**src/hdl/positional_pid_controller_assert.svh**
```systemverilog
// Assertion macros for the positional PID controller
`ifndef POSITIONAL_PID_CONTROLLER_ASSERT_SVH
`define POSITIONAL_PID_CONTROLLER_ASSERT_SVH

// Same-cycle implication, checked outside reset
`define PPID_ASSERT_IMPLY(label, clk, rst, ante, cons) \
   label: assert property (@(posedge clk) disable iff (rst) (ante) |-> (cons)) \
      else $error("ppid assertion failed");

// Next-cycle implication, checked outside reset
`define PPID_ASSERT_NEXT(label, clk, rst, ante, cons) \
   label: assert property (@(posedge clk) disable iff (rst) (ante) |=> (cons)) \
      else $error("ppid assertion failed");

`endif

```
**src/hdl/ppid_pkg.sv**
```systemverilog
// Shared widths, codes and types of the positional PID controller
`timescale 1ns / 1ps
`default_nettype none

package ppid_pkg;

   localparam int DATA_W    = 32;              // Q16.16 sample, gain and output width
   localparam int LIM_W     = 31;              // unsigned limit / dead zone width
   localparam int EXT_W     = DATA_W + 1;      // error, integral, derivative at 33 bits
   localparam int FRAC_W    = 16;              // fraction bits of Q16.16
   localparam int FULL_W    = DATA_W + EXT_W;  // full product width
   localparam int PROD_W    = FULL_W - FRAC_W; // product after the floor shift
   localparam int SUM_W     = PROD_W + 2;      // sum of three products
   localparam int CSR_IDX_W = 3;

   typedef enum logic {
      OP_STEP  = 1'b0,
      OP_CLEAR = 1'b1
   } op_type;

   typedef enum logic [CSR_IDX_W-1:0] {
      CSR_PROP_GAIN   = 3'd0,
      CSR_INTEG_GAIN  = 3'd1,
      CSR_DERIV_GAIN  = 3'd2,
      CSR_INTEG_LIMIT = 3'd3,
      CSR_DEAD_ZONE   = 3'd4,
      CSR_OUT_LIMIT   = 3'd5
   } csr_idx_type;

endpackage

`default_nettype wire

```
**src/hdl/ppid_mul.sv**
```systemverilog
// Registered signed gain product with Q16.16 floor shift
`timescale 1ns / 1ps
`default_nettype none

module ppid_mul (
   input  logic                                clock,
   input  logic                                load,
   input  logic signed [ppid_pkg::DATA_W-1:0]  gain,
   input  logic signed [ppid_pkg::EXT_W-1:0]   operand,
   output logic signed [ppid_pkg::PROD_W-1:0]  product
);
   import ppid_pkg::*;

   logic signed [FULL_W-1:0] full_prod;
   logic signed [PROD_W-1:0] prod_in;
   logic signed [PROD_W-1:0] prod_ff;

   always_comb begin
      full_prod = FULL_W'(gain) * FULL_W'(operand);
      // dropping the low bits of a two's complement value rounds toward minus infinity
      prod_in   = full_prod[FULL_W-1:FRAC_W];
   end

   always_ff @(posedge clock) begin
      if (load) begin
         prod_ff <= prod_in;
      end
   end

   assign product = prod_ff;

endmodule

`default_nettype wire

```
**config.mk**
```make
export PLATFORM = sky130hd
export DESIGN_NAME = ppid_mul
export DESIGN_NICKNAME = d
export VERILOG_FILES = /design/src/hdl/positional_pid_controller_assert.svh /design/src/hdl/ppid_pkg.sv /design/src/hdl/ppid_mul.sv
export SDC_FILE = /design/constraint.sdc
export NUM_CORES = 2
export LEC_CHECK = 0
export BUFFER_PORTS_ARGS = -buffer_cell sky130_fd_sc_hd__buf_4
export CAP_MARGIN = 10
export CORE_AREA = 4 4 261 263
export CTS_CLUSTER_SIZE = 20
export DETAILED_ROUTE_END_ITERATION = 16
export DIE_AREA = 0 0 265 267
export GPL_TIMING_DRIVEN = 0
export HOLD_SLACK_MARGIN = 0.15
export PLACE_DENSITY = 0.81
export SETUP_SLACK_MARGIN = 0.5
export SLEW_MARGIN = 20
export SYNTH_ARGS = -nofsm -noshare
export SYNTH_HDL_FRONTEND = slang
export SYNTH_SLANG_ARGS = --single-unit
```
**constraint.sdc**
```tcl
create_clock -name clock -period 13.1 [get_ports clock]
set_input_delay 1.31 -clock clock [delete_from_list [all_inputs] [get_ports clock]]
set_output_delay 1.31 -clock clock [all_outputs]
set_load 0.02 [all_outputs]
```
== Word level (Yosys, flattened, before mapping) ==
Index checks and enable logic that the tools add are counted.
W data, S select, Z words.
Cells by class
  multipliers: 1
Operators with widths (count)
  $mul A32 B33 Y65: 1
Storage, ports and cells
  bits in registers: 49
  bits of input ports: 67

== Logic depth before layout (Yosys ltp) ==
  depth in word-level cells: 1
  mapped depth: 28
  mapped depth without buffers: 26

== Least setup slack after synthesis ==
OpenSTA, ideal clock, no wires.
  kind: input to register
  start: in operand[32] (netlist name)
  end: reg prod_ff[46], in the netlist product[46] (data pin)
  data arrival time: 8407 ps
  setup time: 260 ps
  stages on the path: 23
  path slack: 4433 ps
  path buffers: 2
  path through: clkbuf_1 nand2_1 inv_1 fa_1 inv_1 fa_1 inv_1 fa_1 fa_1 inv_1 fa_1 inv_1 fa_1 fa_1 fa_1 ha_1 clkbuf_1 and4_1 nand3_1 or4_1 a21oi_1 o221ai_1 xnor2_1
On the way
  cells in the longest elaborated chain, start to end: 1
RTL lines
  start, declared: line ppid_mul.sv:9  | input logic signed [ppid_pkg::EXT_W-1:0] operand,
  $mul A32 B33 Y65: line ppid_mul.sv:19  | full_prod = FULL_W'(gain) * FULL_W'(operand);
  named net full_prod[62]: line ppid_mul.sv:14  | logic signed [FULL_W-1:0] full_prod;
  end signal, assigned: line ppid_mul.sv:26  | prod_ff <= prod_in;
  end, declared: line ppid_mul.sv:16  | logic signed [PROD_W-1:0] prod_ff;
The timed path passes the listed nets, and every way through them passes these cells.
A chain may end at the register's enable or synchronous reset.

== Worst setup path in the final report ==
  start: in gain[6] (netlist name)
  end: reg prod_ff[46], in the netlist product[46] (data pin)
On the way
  cells in the longest elaborated chain, start to end: 1
RTL lines
  start, declared: line ppid_mul.sv:8  | input logic signed [ppid_pkg::DATA_W-1:0] gain,
  $mul A32 B33 Y65: line ppid_mul.sv:19
  named net full_prod[62]: line ppid_mul.sv:14
The timed path passes the listed nets, and every way through them passes these cells.

==> flow_metrics.tcl <==
set metrics [dict create \
    clock_path_buffers 2 \
    postRouteAntennaNets 0 \
    required_ps 13200 \
    synth_area_leaders "fa_1 (58%), inv_1 (9.6%), and2_1 (8.6%)" \
    fmax_mhz 97.65 \
    area_delta_synth_final_pct 5.601 \
    critPathMostFrequentCell "fa_1" \
    postCtsSetupBuffers 0 \
    fin_util 0.6179 \
    largest_reg_flops 49 \
    wl_um 128900 \
    ys_types 63 \
    ios 116 \
    vias_per_cell 5.779 \
    initial_core_util 0.5851 \
    die_width_um 265 \
    yosysTopAreaCellShare 0.5792 \
    synth_edf_count 49 \
    grt_max_degree 50 \
    synthFlopType "edfxtp_1" \
    finalSetupViolCount 0 \
    dieArea_sq_mm 0.07076 \
    crit_path_start_kind "input pin" \
    synth_top_area_cell "fa_1" \
    htreeDepth 2 \
    ys.warnings.count 0 \
    wire_per_inst_um 25.82 \
    maxCapViolCount 0 \
    synth-async-reset-ratio 0 \
    drcViolationCount 0 \
    clk_pin_slew_ps 80 \
    post_cts_resized 0 \
    worstSetupPathType "input pin to flop" \
    setup_tns_ps 0 \
    outcome "finished, final reports clean" \
    drtPass1Iterations 5 \
    ctsRootBufferMaster "clkbuf_16" \
    place_congestion 1.080 \
    ys_seq_area_frac 0.03832 \
    syn-num-nets 5357 \
    fin_crit_sh 0.7817 \
    slew_headroom 0.2408 \
    cts_hold_buf 0 \
    grt_pass1_vias 31174 \
    cts_made_buffers 5 \
    fp-row-count 94 \
    dp_hpwl_um 112500 \
    grt_pass1_wl_um 195300 \
    antenna_found_initial 7 \
    worstMarginPinSlew_ps 1139 \
    fin_nets 5480 \
    max_stage_delay_ps 940 \
    crit_path_cell_trace "buf_4, clkbuf_1, nand2_1, inv_1, fa_1, inv_1, fa_1, inv_1, fa_1, fa_1, inv_1, fa_1, inv_1, fa_1, fa_1, fa_1, ha_1, clkbuf_1, and4_1, nand3_1, or4_1, a21oi_1, o221ai_1, xnor2_1" \
    rsz0062_at_grt "no" \
    cp_max_fo 10 \
    synth.most_common_cell "fa_1" \
    hold_class "input pin to flop" \
    grtUsageTotal 0.3784 \
    critPathCaptureType "flop" \
    period_minus_slack_ps 10240 \
    arrival_ps 10340 \
    syn_area_sq_mm 0.03840 \
    io_buffers 115 \
    avgSynthCellArea_sq_um 9.607 \
    clock-sinks 49 \
    drtIter0Drc 2474 \
    layout-drive-gt1-share 0.03591 \
    finalHoldViolations 0 \
    slew_violations 0 \
    synthTopCellsByCount "fa_1 (1111), inv_1 (983), nand2_1 (536)" \
    synth-seq-cells 49 \
    die_h_um 267 \
    fillCellCount 5496 \
    cts_tree "done" \
    grt-ovfl-total 0 \
    coreArea_sq_mm 0.06563 \
    routed-via-count 28842 \
    cpMaxStageDelayCell "fa_1" \
    whs_ps 1516 \
    netlist_instances 3997 \
]
==> placed cells by master, fill, tap and decap left out, types with 40 or more instances in the layout <==
cell type	synthesis	final
clkbuf_1	213	213
inv_1	983	983
ha_1	182	182
o21ai_0	40	40
xnor2_1	40	40
nand2_1	536	536
fa_1	1111	1110
buf_4	0	116
nor2_1	63	63
edfxtp_1	49	49
and2_1	527	527
a21oi_1	45	45
==> cells by family (layout without fill, tap and decap cells) <==
group,after synthesis,after routing,share of synthesized area
mux,1,1,0.0002607
simple gates,1198,1198,0.1566
buf+inv,1200,1324,0.1174
xor+xnor,62,62,0.01414
flops,49,49,0.03832
compound gates,194,194,0.03486
other cells,0,6,0
fa+ha+maj,1293,1293,0.6385
==> per-stage QoR <==
stage	worst slack (ps)	cell area (sq um)	std cells
2_1_floorplan	4433	38400	3997
3_3_place_gp	2288	40340	4976
3_5_place_dp	2594	40370	4977
4_1_cts	2923	40540	4985
5_1_grt	2516	40540	4985
6_report	2859	40550	4991
==> path summary, 6_finish.rpt <==
path	cells after the start	slack [ps]	end	start
setup / recovery	24	2860	product[46]	gain[6]
hold / removal	1	1520	product[40]	load
==> layout make-up <==
| type | instances | area, sq um | area share |
|---|---|---|---|
| Timing Repair Buffer | 116 | 870.8 | 0.02147 |
| Antenna cell | 6 | 15.01 | 0.0003703 |
| Buffer | 217 | 817.0 | 0.02015 |
| Tap cell | 864 | 1081 | 0.02666 |
| Clock inverter | 3 | 45.04 | 0.001111 |
| Sequential cell | 49 | 1471 | 0.03629 |
| Clock buffer | 5 | 125.1 | 0.003085 |
| Multi-Input combinational cell | 2748 | 32440 | 0.7999 |
| Inverter | 983 | 3690 | 0.09099 |
==> worst max-delay path, delay by kind of cell <==
family                   cells  cell delay, ps
AO/OA/AOI/OAI                2             740
XOR/XNOR                     1             170
buffers and inverters        8            2150
AND/OR/NAND/NOR              4            1290
adder cells (fa/ha/maj)      9            4670
==> metal layers <==
metal	vias to the layer above	track usage	wire [um]
li1	11689	-	-
met1	14952	0.4794	45290
met2	1724	0.5894	58230
met3	473	0.1026	15130
met4	4	0.2254	10210
met5	-	0	26
Power is left out: the tool's default activity adds up to more than one toggle a clock period on the data nets, which glitch-free logic cannot reach.
